--- src/mrm_pkg.sv ---
package mrm_pkg;

    localparam int COEF_W = 16;
    localparam int CTRL_W = 24;
    localparam int ACC_W  = 48;
    localparam int MV_W   = 32;
    localparam int SUM_W  = 32;
    localparam int NUM_W  = 38;
    localparam int CMD_W  = 20;
    localparam int ROW_W  = 3 * COEF_W;
    localparam int CFG_W  = 4;
    localparam int SLOT_REACH = 8;

    localparam logic signed [MV_W-1:0]   Q_ONE   = MV_W'(16384);
    localparam logic signed [COEF_W-1:0] THR_MIN = COEF_W'(163);
    localparam logic signed [MV_W-1:0]   CMD_MAX = MV_W'(524287);
    localparam logic signed [MV_W-1:0]   CMD_MIN = -MV_W'(524288);

    localparam logic OP_LOAD = 1'b0;
    localparam logic OP_MIX  = 1'b1;

    localparam logic [0:0] CFG_MOTOR_COUNT = 1'b0;
    localparam logic [0:0] CFG_DESAT       = 1'b1;

    typedef struct packed {
        logic                     operation;
        logic [2:0]               motor_slot;
        logic signed [COEF_W-1:0] roll_value;
        logic signed [COEF_W-1:0] pitch_value;
        logic signed [COEF_W-1:0] yaw_value;
        logic signed [COEF_W-1:0] throttle_value;
    } t_mix_in;

    typedef struct packed {
        logic [2:0]              motor_index;
        logic signed [CMD_W-1:0] motor_command;
        logic                    last_motor;
    } t_mix_out;

    typedef struct packed {
        logic             start;
        logic             neg;
        logic [NUM_W-1:0] num;
        logic [SUM_W-1:0] den;
    } t_div_req;

    typedef struct packed {
        logic                   done;
        logic signed [MV_W-1:0] quot;
    } t_div_rsp;

    typedef enum logic [3:0] {
        ST_IDLE,
        ST_MIX_RD,
        ST_MIX_MAC,
        ST_MIX_WR,
        ST_SH_RD,
        ST_SH_WR,
        ST_SEL,
        ST_RS_MUL,
        ST_RS_MULN,
        ST_RS_ST,
        ST_RS_WAIT,
        ST_SC_RD,
        ST_SC_ST,
        ST_SC_WAIT,
        ST_EM_RD,
        ST_EM_LD
    } t_state;

    function automatic logic signed [MV_W-1:0] round_q14(input logic signed [ACC_W-1:0] a);
        logic signed [ACC_W-1:0] t;
        if (a >= 0) begin
            t = (a + ACC_W'(8192)) >>> 14;
        end else begin
            t = -((-a + ACC_W'(8192)) >>> 14);
        end
        return t[MV_W-1:0];
    endfunction

    function automatic logic signed [CMD_W-1:0] sat_cmd(input logic signed [MV_W-1:0] v);
        logic signed [MV_W-1:0] t;
        if (v > CMD_MAX) begin
            t = CMD_MAX;
        end else if (v < CMD_MIN) begin
            t = CMD_MIN;
        end else begin
            t = v;
        end
        return t[CMD_W-1:0];
    endfunction

endpackage

--- src/mrm_ram.sv ---
module mrm_ram #(
    parameter int W     = 48,
    parameter int DEPTH = 8,
    parameter int AW    = 3
) (
    input  logic          i_clk,
    input  logic          i_we,
    input  logic [AW-1:0] i_waddr,
    input  logic [W-1:0]  i_wdata,
    input  logic          i_re,
    input  logic [AW-1:0] i_raddr,
    output logic [W-1:0]  o_rdata
);
    logic [W-1:0] r_mem [DEPTH];
    logic [W-1:0] r_rdata;

    always_ff @(posedge i_clk) begin
        if (i_we) begin
            r_mem[i_waddr] <= i_wdata;
        end
        if (i_re) begin
            r_rdata <= r_mem[i_raddr];
        end
    end

    assign o_rdata = r_rdata;
endmodule

--- src/mrm_divider.sv ---
module mrm_divider (
    input  logic              i_clk,
    input  logic              i_rst_n,
    input  mrm_pkg::t_div_req i_req,
    output mrm_pkg::t_div_rsp o_rsp
);
    import mrm_pkg::*;

    localparam int CNT_W = $clog2(NUM_W + 1);

    logic             r_busy, n_busy;
    logic             r_done, n_done;
    logic [CNT_W-1:0] r_cnt, n_cnt;
    logic [NUM_W-1:0] r_q, n_q;
    logic [SUM_W:0]   r_rem, n_rem;
    logic [SUM_W-1:0] r_den, n_den;
    logic             r_neg, n_neg;
    logic [SUM_W:0]   rem_sh, diff;

    always_comb begin
        n_busy = r_busy;
        n_done = 1'b0;
        n_cnt  = r_cnt;
        n_q    = r_q;
        n_rem  = r_rem;
        n_den  = r_den;
        n_neg  = r_neg;
        rem_sh = {r_rem[SUM_W-1:0], r_q[NUM_W-1]};
        diff   = rem_sh - {1'b0, r_den};
        if (i_req.start) begin
            n_busy = 1'b1;
            n_cnt  = CNT_W'(NUM_W);
            n_q    = i_req.num + NUM_W'(i_req.den >> 1);
            n_rem  = '0;
            n_den  = i_req.den;
            n_neg  = i_req.neg;
        end else if (r_busy) begin
            if (!diff[SUM_W]) begin
                n_rem = diff;
                n_q   = {r_q[NUM_W-2:0], 1'b1};
            end else begin
                n_rem = rem_sh;
                n_q   = {r_q[NUM_W-2:0], 1'b0};
            end
            n_cnt = r_cnt - CNT_W'(1);
            if (r_cnt == CNT_W'(1)) begin
                n_busy = 1'b0;
                n_done = 1'b1;
            end
        end
    end

    always_ff @(posedge i_clk) begin
        if (!i_rst_n) begin
            r_busy <= 1'b0;
            r_done <= 1'b0;
        end else begin
            r_busy <= n_busy;
            r_done <= n_done;
        end
        r_cnt <= n_cnt;
        r_q   <= n_q;
        r_rem <= n_rem;
        r_den <= n_den;
        r_neg <= n_neg;
    end

    assign o_rsp.done = r_done;
    assign o_rsp.quot = r_neg ? -MV_W'(r_q) : MV_W'(r_q);
endmodule

--- src/multirotor_motor_mixer.sv ---
// Motor mixer: a load item stores one motor's roll, pitch and yaw coefficients in a
// coefficient memory. A mix item makes one Q1.14 dot product per motor on a single
// multiplier, reading the coefficients and taking three multiply-accumulate steps
// before writing the result to a motor value memory, then emits one command per
// motor, each when the output side is ready. With desaturation on, a shift pass
// follows; rescaling adds three runs of the 38-step serial divider plus a second
// mix pass, and scaling by the maximum adds one divider run per motor. The divider
// runs set the worst case.
module multirotor_motor_mixer #(
    parameter int MAX_MOTORS = 8
) (
    input  logic             i_clk,
    input  logic             i_rst_n,
    input  logic             i_in_valid,
    output logic             o_in_ready,
    input  mrm_pkg::t_mix_in i_in_data,
    output logic             o_out_valid,
    input  logic             i_out_ready,
    output mrm_pkg::t_mix_out o_out_data,
    input  logic             i_cfg_we,
    input  logic [0:0]       i_cfg_index,
    input  logic [mrm_pkg::CFG_W-1:0] i_cfg_data
);
    import mrm_pkg::*;

    localparam int AW  = (MAX_MOTORS > 1) ? $clog2(MAX_MOTORS) : 1;
    localparam int LIM = (MAX_MOTORS < SLOT_REACH) ? MAX_MOTORS : SLOT_REACH;

    t_state r_state, n_state;
    logic [3:0] r_k, n_k;
    logic [1:0] r_t, n_t;
    logic       r_pass, n_pass;
    logic [3:0] r_n, n_n;
    logic signed [CTRL_W-1:0] r_ctrl [3];
    logic signed [CTRL_W-1:0] n_ctrl [3];
    logic signed [COEF_W-1:0] r_thr, n_thr;
    logic signed [ACC_W-1:0]  r_acc, n_acc;
    logic signed [MV_W-1:0]   r_mn, n_mn, r_mx, n_mx;
    logic [SUM_W-1:0]         r_sum, n_sum;
    logic signed [31:0]       r_prod, n_prod;
    logic signed [35:0]       r_num, n_num;
    t_mix_out r_out, n_out;
    logic     r_out_valid, n_out_valid;
    logic [3:0] r_motor_count;
    logic       r_desat;

    logic              coef_we;
    logic [ROW_W-1:0]  coef_rdata;
    logic              coef_re;
    logic              val_we, val_re;
    logic [MV_W-1:0]   val_wdata, val_rdata;
    logic [AW-1:0]     k_addr;
    t_div_req          div_req;
    t_div_rsp          div_rsp;

    logic signed [COEF_W-1:0] coef_sel;
    logic signed [MV_W-1:0]   mv, shifted;
    logic signed [35:0]       num_abs;
    logic [3:0]               n_eff;
    logic                     in_acc;

    assign k_addr  = AW'(r_k);
    assign in_acc  = i_in_valid && o_in_ready;
    assign coef_we = in_acc && (i_in_data.operation == OP_LOAD)
                     && (int'(i_in_data.motor_slot) < MAX_MOTORS);
    assign mv      = $signed(val_rdata);
    assign shifted = (r_mn < 0) ? mv - r_mn : mv;
    assign num_abs = (r_num < 0) ? -r_num : r_num;

    mrm_ram #(.W(ROW_W), .DEPTH(MAX_MOTORS), .AW(AW)) u_coef_ram (
        .i_clk   (i_clk),
        .i_we    (coef_we),
        .i_waddr (AW'(i_in_data.motor_slot)),
        .i_wdata ({i_in_data.roll_value, i_in_data.pitch_value, i_in_data.yaw_value}),
        .i_re    (coef_re),
        .i_raddr (k_addr),
        .o_rdata (coef_rdata)
    );

    mrm_ram #(.W(MV_W), .DEPTH(MAX_MOTORS), .AW(AW)) u_value_ram (
        .i_clk   (i_clk),
        .i_we    (val_we),
        .i_waddr (k_addr),
        .i_wdata (val_wdata),
        .i_re    (val_re),
        .i_raddr (k_addr),
        .o_rdata (val_rdata)
    );

    mrm_divider u_divider (
        .i_clk   (i_clk),
        .i_rst_n (i_rst_n),
        .i_req   (div_req),
        .o_rsp   (div_rsp)
    );

    always_comb begin
        if (r_motor_count == 4'd0) begin
            n_eff = 4'd1;
        end else if (int'(r_motor_count) > LIM) begin
            n_eff = 4'(LIM);
        end else begin
            n_eff = r_motor_count;
        end
        case (r_t)
            2'd0:    coef_sel = $signed(coef_rdata[3*COEF_W-1:2*COEF_W]);
            2'd1:    coef_sel = $signed(coef_rdata[2*COEF_W-1:COEF_W]);
            default: coef_sel = $signed(coef_rdata[COEF_W-1:0]);
        endcase
    end

    always_comb begin
        n_state = r_state;
        n_k     = r_k;
        n_t     = r_t;
        n_pass  = r_pass;
        n_n     = r_n;
        n_ctrl  = r_ctrl;
        n_thr   = r_thr;
        n_acc   = r_acc;
        n_mn    = r_mn;
        n_mx    = r_mx;
        n_sum   = r_sum;
        n_prod  = r_prod;
        n_num   = r_num;
        n_out   = r_out;
        n_out_valid = r_out_valid && !i_out_ready;
        coef_re   = 1'b0;
        val_we    = 1'b0;
        val_re    = 1'b0;
        val_wdata = '0;
        div_req   = '0;
        o_in_ready = (r_state == ST_IDLE);

        case (r_state)
            ST_IDLE: begin
                if (in_acc && i_in_data.operation == OP_MIX) begin
                    n_ctrl[0] = CTRL_W'(i_in_data.roll_value);
                    n_ctrl[1] = CTRL_W'(i_in_data.pitch_value);
                    n_ctrl[2] = CTRL_W'(i_in_data.yaw_value);
                    n_thr     = i_in_data.throttle_value;
                    n_n       = n_eff;
                    n_k       = '0;
                    n_pass    = 1'b0;
                    n_state   = ST_MIX_RD;
                end
            end
            ST_MIX_RD: begin
                coef_re = 1'b1;
                n_acc   = ACC_W'(r_thr) <<< 14;
                n_t     = 2'd0;
                n_state = ST_MIX_MAC;
            end
            ST_MIX_MAC: begin
                n_acc = r_acc + ACC_W'(r_ctrl[r_t]) * ACC_W'(coef_sel);
                if (r_t == 2'd2) begin
                    n_state = ST_MIX_WR;
                end else begin
                    n_t = r_t + 2'd1;
                end
            end
            ST_MIX_WR: begin
                val_we    = 1'b1;
                val_wdata = round_q14(r_acc);
                if (r_k == 4'd0 || round_q14(r_acc) < r_mn) begin
                    n_mn = round_q14(r_acc);
                end
                if (r_k == r_n - 4'd1) begin
                    n_k     = '0;
                    n_state = (r_pass || !r_desat) ? ST_EM_RD : ST_SH_RD;
                end else begin
                    n_k     = r_k + 4'd1;
                    n_state = ST_MIX_RD;
                end
            end
            ST_SH_RD: begin
                val_re  = 1'b1;
                n_state = ST_SH_WR;
            end
            ST_SH_WR: begin
                val_we    = 1'b1;
                val_wdata = shifted;
                if (r_k == 4'd0) begin
                    n_mx  = shifted;
                    n_sum = SUM_W'(shifted);
                end else begin
                    if (shifted > r_mx) begin
                        n_mx = shifted;
                    end
                    n_sum = r_sum + SUM_W'(shifted);
                end
                if (r_k == r_n - 4'd1) begin
                    n_k     = '0;
                    n_state = ST_SEL;
                end else begin
                    n_k     = r_k + 4'd1;
                    n_state = ST_SH_RD;
                end
            end
            ST_SEL: begin
                if (r_mx > Q_ONE) begin
                    if (r_thr > THR_MIN) begin
                        n_t     = 2'd0;
                        n_state = ST_RS_MUL;
                    end else begin
                        n_state = ST_SC_RD;
                    end
                end else begin
                    n_state = ST_EM_RD;
                end
            end
            ST_RS_MUL: begin
                n_prod  = $signed(r_ctrl[r_t][COEF_W-1:0]) * r_thr;
                n_state = ST_RS_MULN;
            end
            ST_RS_MULN: begin
                n_num   = 36'(r_prod) * $signed({1'b0, r_n});
                n_state = ST_RS_ST;
            end
            ST_RS_ST: begin
                div_req.start = 1'b1;
                div_req.neg   = r_num < 0;
                div_req.num   = NUM_W'(unsigned'(num_abs));
                div_req.den   = r_sum;
                n_state       = ST_RS_WAIT;
            end
            ST_RS_WAIT: begin
                if (div_rsp.done) begin
                    n_ctrl[r_t] = CTRL_W'(div_rsp.quot);
                    if (r_t == 2'd2) begin
                        n_pass  = 1'b1;
                        n_k     = '0;
                        n_state = ST_MIX_RD;
                    end else begin
                        n_t     = r_t + 2'd1;
                        n_state = ST_RS_MUL;
                    end
                end
            end
            ST_SC_RD: begin
                val_re  = 1'b1;
                n_state = ST_SC_ST;
            end
            ST_SC_ST: begin
                div_req.start = 1'b1;
                div_req.neg   = 1'b0;
                div_req.num   = {val_rdata[NUM_W-15:0], 14'b0};
                div_req.den   = SUM_W'(r_mx);
                n_state       = ST_SC_WAIT;
            end
            ST_SC_WAIT: begin
                if (div_rsp.done) begin
                    val_we    = 1'b1;
                    val_wdata = div_rsp.quot;
                    if (r_k == r_n - 4'd1) begin
                        n_k     = '0;
                        n_state = ST_EM_RD;
                    end else begin
                        n_k     = r_k + 4'd1;
                        n_state = ST_SC_RD;
                    end
                end
            end
            ST_EM_RD: begin
                val_re  = 1'b1;
                n_state = ST_EM_LD;
            end
            ST_EM_LD: begin
                if (!r_out_valid || i_out_ready) begin
                    n_out.motor_index   = r_k[2:0];
                    n_out.motor_command = sat_cmd(mv);
                    n_out.last_motor    = (r_k == r_n - 4'd1);
                    n_out_valid         = 1'b1;
                    if (r_k == r_n - 4'd1) begin
                        n_state = ST_IDLE;
                    end else begin
                        n_k     = r_k + 4'd1;
                        n_state = ST_EM_RD;
                    end
                end
            end
            default: begin
                n_state = ST_IDLE;
            end
        endcase
    end

    always_ff @(posedge i_clk) begin
        if (!i_rst_n) begin
            r_state       <= ST_IDLE;
            r_out_valid   <= 1'b0;
            r_motor_count <= 4'd4;
            r_desat       <= 1'b0;
        end else begin
            r_state     <= n_state;
            r_out_valid <= n_out_valid;
            if (i_cfg_we) begin
                case (i_cfg_index)
                    CFG_MOTOR_COUNT: r_motor_count <= i_cfg_data[3:0];
                    CFG_DESAT:       r_desat       <= i_cfg_data[0];
                    default:         r_desat       <= r_desat;
                endcase
            end
        end
        r_k    <= n_k;
        r_t    <= n_t;
        r_pass <= n_pass;
        r_n    <= n_n;
        r_ctrl <= n_ctrl;
        r_thr  <= n_thr;
        r_acc  <= n_acc;
        r_mn   <= n_mn;
        r_mx   <= n_mx;
        r_sum  <= n_sum;
        r_prod <= n_prod;
        r_num  <= n_num;
        r_out  <= n_out;
    end

    assign o_out_valid = r_out_valid;
    assign o_out_data  = r_out;
endmodule

--- config.mk ---
export PLATFORM = sky130hd
export DESIGN_NAME = multirotor_motor_mixer
export DESIGN_NICKNAME = d
export VERILOG_FILES = /design/src/mrm_pkg.sv /design/src/mrm_ram.sv /design/src/mrm_divider.sv /design/src/multirotor_motor_mixer.sv
export SDC_FILE = /design/constraint.sdc
export NUM_CORES = 2
export LEC_CHECK = 0
export BUFFER_PORTS_ARGS = -buffer_cell sky130_fd_sc_hd__buf_2
export CAP_MARGIN = 20
export CELL_PAD_IN_SITES_DETAIL_PLACEMENT = 1
export CELL_PAD_IN_SITES_GLOBAL_PLACEMENT = 1
export CORE_UTILIZATION = 35
export CTS_BUF_LIST = sky130_fd_sc_hd__clkbuf_8
export DETAILED_ROUTE_END_ITERATION = 10
export MAX_ROUTING_LAYER = met4
export PLACE_DENSITY = 0.7
export RECOVER_POWER = 100
export SLEW_MARGIN = 25
export SYNTH_ARGS = -nofsm -noshare
export SYNTH_HDL_FRONTEND = slang
export SYNTH_SLANG_ARGS = --single-unit
--- constraint.sdc ---
create_clock -name i_clk -period 9.2 [get_ports i_clk]
set_input_delay 1.38 -clock i_clk [delete_from_list [all_inputs] [get_ports i_clk]]
set_output_delay 1.38 -clock i_clk [all_outputs]
set_load 0.01 [all_outputs]
==> metrics <==
most numerous cell in the Yosys netlist edfxtp_1; Hold Buf Count CTS 0; routed vias/inst 5.464; antenna viol nets, final 0; total CTS buffers 206; Hold EP u_divider.r_busy; Hold Path Class register to register; number of DRC markers in iteration 0 4258; Die X 501.2 um; WHS 0.4740 ns; CP Data Required Time 9.87 ns; multiplexer share of the synthesized area 1.313%; first-pass GRT wire length 450.6 mm; R2R cell count 25; largest cells by area after synthesis edfxtp_1 (39%), fa_1 (18%), ha_1 (7.0%); violated checks max-capacitance violations, max-slew violations; Post-Synth Adder-Cell Area 24.86%; io pins 104; Post-Synth XOR/XNOR Area 3.675%; Core Region 246800 sq um; Vias 64470; Max-cap violations 40; Worst Setup End Kind register; GP Congestion 0.9534; Hold Violations, Final 0; simple logic cell fraction of the synthesized area 11.45%; Routed WL per cell 25.59 um; number of global-route vias before repair 69430; Final #Nets 9631; ys flop type edfxtp_1; unrepaired setup endpoints after global routing false; compound-cell area share of the yosys netlist 12.39%; crit path kind register to register; H-tree levels 4; initial antenna violation count 18; Post-synth EDFFs 1126; RR Endpoint r_acc[41]; Post-synth top cells edfxtp_1 (1126), inv_1 (1124), fa_1 (780), nand2_1 (755), nor2_1 (491); Async SR Flop Fraction 0%; critical path arrival 9.64 ns; post-CTS setup buffers 0; row count 182; setup violators final 0; largest net degree at the start of global routing 82; worst hold start u_divider.r_busy; main combinational cell family by area after synthesis adder cells; fin cells 11800; clock buffer depth 3; hold path cells 2; Routed WL 302.0 mm; Yosys Warn Count 0; FF+latch count, synth 1176; die area 251200 sq um; Fmax achieved 111.6 MHz; R2R Setup Slk 0.24 ns; clk slew on worst S/H paths 0.06 ns; drt first pass iters 5; # placed instances 11390; mean area per synthesized cell 10.72 sq um; Slew headroom -164.5%; HPWL Detailed 228.1 mm; fin util 38.98%; GRT Total Usage 24.67%; Worst-Skew Late Latency 1.03 ns; Yosys cell types 100; TNS Setup 0 ns; final critical-path required period 8.961 ns; cell taking the most area after synthesis edfxtp_1; Root Driver clkbuf_8; total grt overflow 0; Port Buf Inserts 103; Final Slew Violations 1319; Seq/Total Area, Yosys 39.92%; Clock Skew 0.08976 ns; status finished with violations; Tcrit/Tclk final 97.40%; Gate Count Post-Synth 8133; Synthesized Nets 9476; share of post-route cells with drive strength above 1 6.672%; Synth-to-Final Area Change 10.32%; CTS tree yes; Residual DRC 0; Mapped Area 87220 sq um; crit path max fanout 25; initial core utilization 35.33%; Die Span Y 501.2 um; r2r startpoint r_t[1]; Yosys top cell area share 38.77%; Slew @ Worst Pin 3.967 ns; CP startpoint kind register; clock sinks 1176
## cell families (layout without fill, tap and decap cells)
group	count (synthesis)	count (layout)
compound gates	1635	1635
fa+ha+maj	1265	1265
simple gates	2100	2101
flops	1176	1176
other cells	0	19
buf+inv	1479	1813
mux	112	112
xor+xnor	366	366
## per-stage QoR
step / setup WS, ns / instance area, sq um
3_5_place_dp: -0.05620 / 92470
2_1_floorplan: 0.5266 / 87220
4_1_cts: 0.1001 / 96600
3_3_place_gp: 0.1326 / 92420
5_1_grt: 0.006247 / 96210
6_report: 0.2388 / 96220
## worst max-delay path, stage by stage (launching register included)
cell	delay [ns]
edfxtp_1	0.48
buf_4	0.48
mux2i_1	0.34
nor2_1	0.12
a21oi_1	0.31
clkbuf_1	0.79
nor2_1	0.19
fa_1	0.56
inv_1	0.06
fa_1	0.53
inv_1	0.05
ha_1	0.21
fa_1	0.54
inv_1	0.05
fa_1	0.49
fa_1	0.56
inv_1	0.05
ha_1	0.35
o21ai_0	0.12
a21oi_1	0.39
nor4_4	0.13
nor4b_2	0.55
o2111ai_2	0.30
a2111oi_0	0.64
o21a_1	0.23
o31ai_1	0.07
## registers in the layout, indices dropped and copies added (netlist names), 36 cells and up
signal,flops
u_coef_ram.o_rdata,48
u_value_ram.r_mem,256
u_coef_ram.r_mem,384
r_num,36
r_acc,48
u_divider.r_q,38
r_ctrl,72
## timing repair
action,4_1_cts,5_1_grt
gates resized for setup,2,12
endpoints found under the setup margin,5,11
cloned,0,1
pin swaps,0,1
## placed cells by master, fill, tap and decap left out, drive strengths merged, types with 49 or more instances in the layout
| cell type | netlist | layout |
|---|---|---|
| o21a | 63 | 63 |
| a22oi | 336 | 336 |
| xor2 | 160 | 160 |
| a211oi | 49 | 49 |
| edfxtp | 1126 | 1126 |
| o21ai | 363 | 363 |
| a21oi | 338 | 338 |
| xnor2 | 206 | 206 |
| fa | 780 | 780 |
| nand4 | 130 | 130 |
| and2 | 228 | 228 |
| mux2i | 93 | 93 |
| nand2b | 64 | 64 |
| clkinv | 3 | 107 |
| buf | 34 | 165 |
| nor2 | 492 | 493 |
| inv | 1125 | 1184 |
| a21o | 141 | 141 |
| nand2 | 758 | 758 |
| nor3 | 98 | 98 |
| nand3 | 93 | 93 |
| ha | 485 | 485 |
| clkbuf | 317 | 345 |
| dfxtp | 50 | 50 |
## per-layer routing
layer	track usage, %	up-vias	part of all wire, %
met5	-	-	0
met4	10.07	0	4.6
met2	41.03	1842	49
met3	3.216	537	5.0
met1	30.23	33630	42
li1	-	28460	-
## final cells by class
cell class / count / area (sq um)
inverter: 1128 / 4235
clock buffer: 213 / 2932
tap: 3312 / 4144
antenna: 19 / 47.55
clock inverter: 175 / 1196
sequential: 1176 / 34810
timing repair buffer: 297 / 1668
multi-input combinational: 5479 / 47190
fill: 27530 / 150600
## worst max-delay path by stage
stage,depth (start not counted),from,endpoint,slack (ns)
6_report,25,r_t[1],r_acc[41],0.24
3_3_place_gp,29,r_t[0],r_acc[46],0.13
3_5_place_dp,27,r_t[0],r_acc[41],-0.06
4_1_cts,27,r_t[0],r_acc[41],0.10
5_1_grt,31,r_t[0],r_acc[47],0.006
2_1_floorplan,32,r_t[1],r_acc[47],0.53
Power is left out: the tool's default activity adds up to more than one toggle a clock period on the data nets, which glitch-free logic cannot reach.
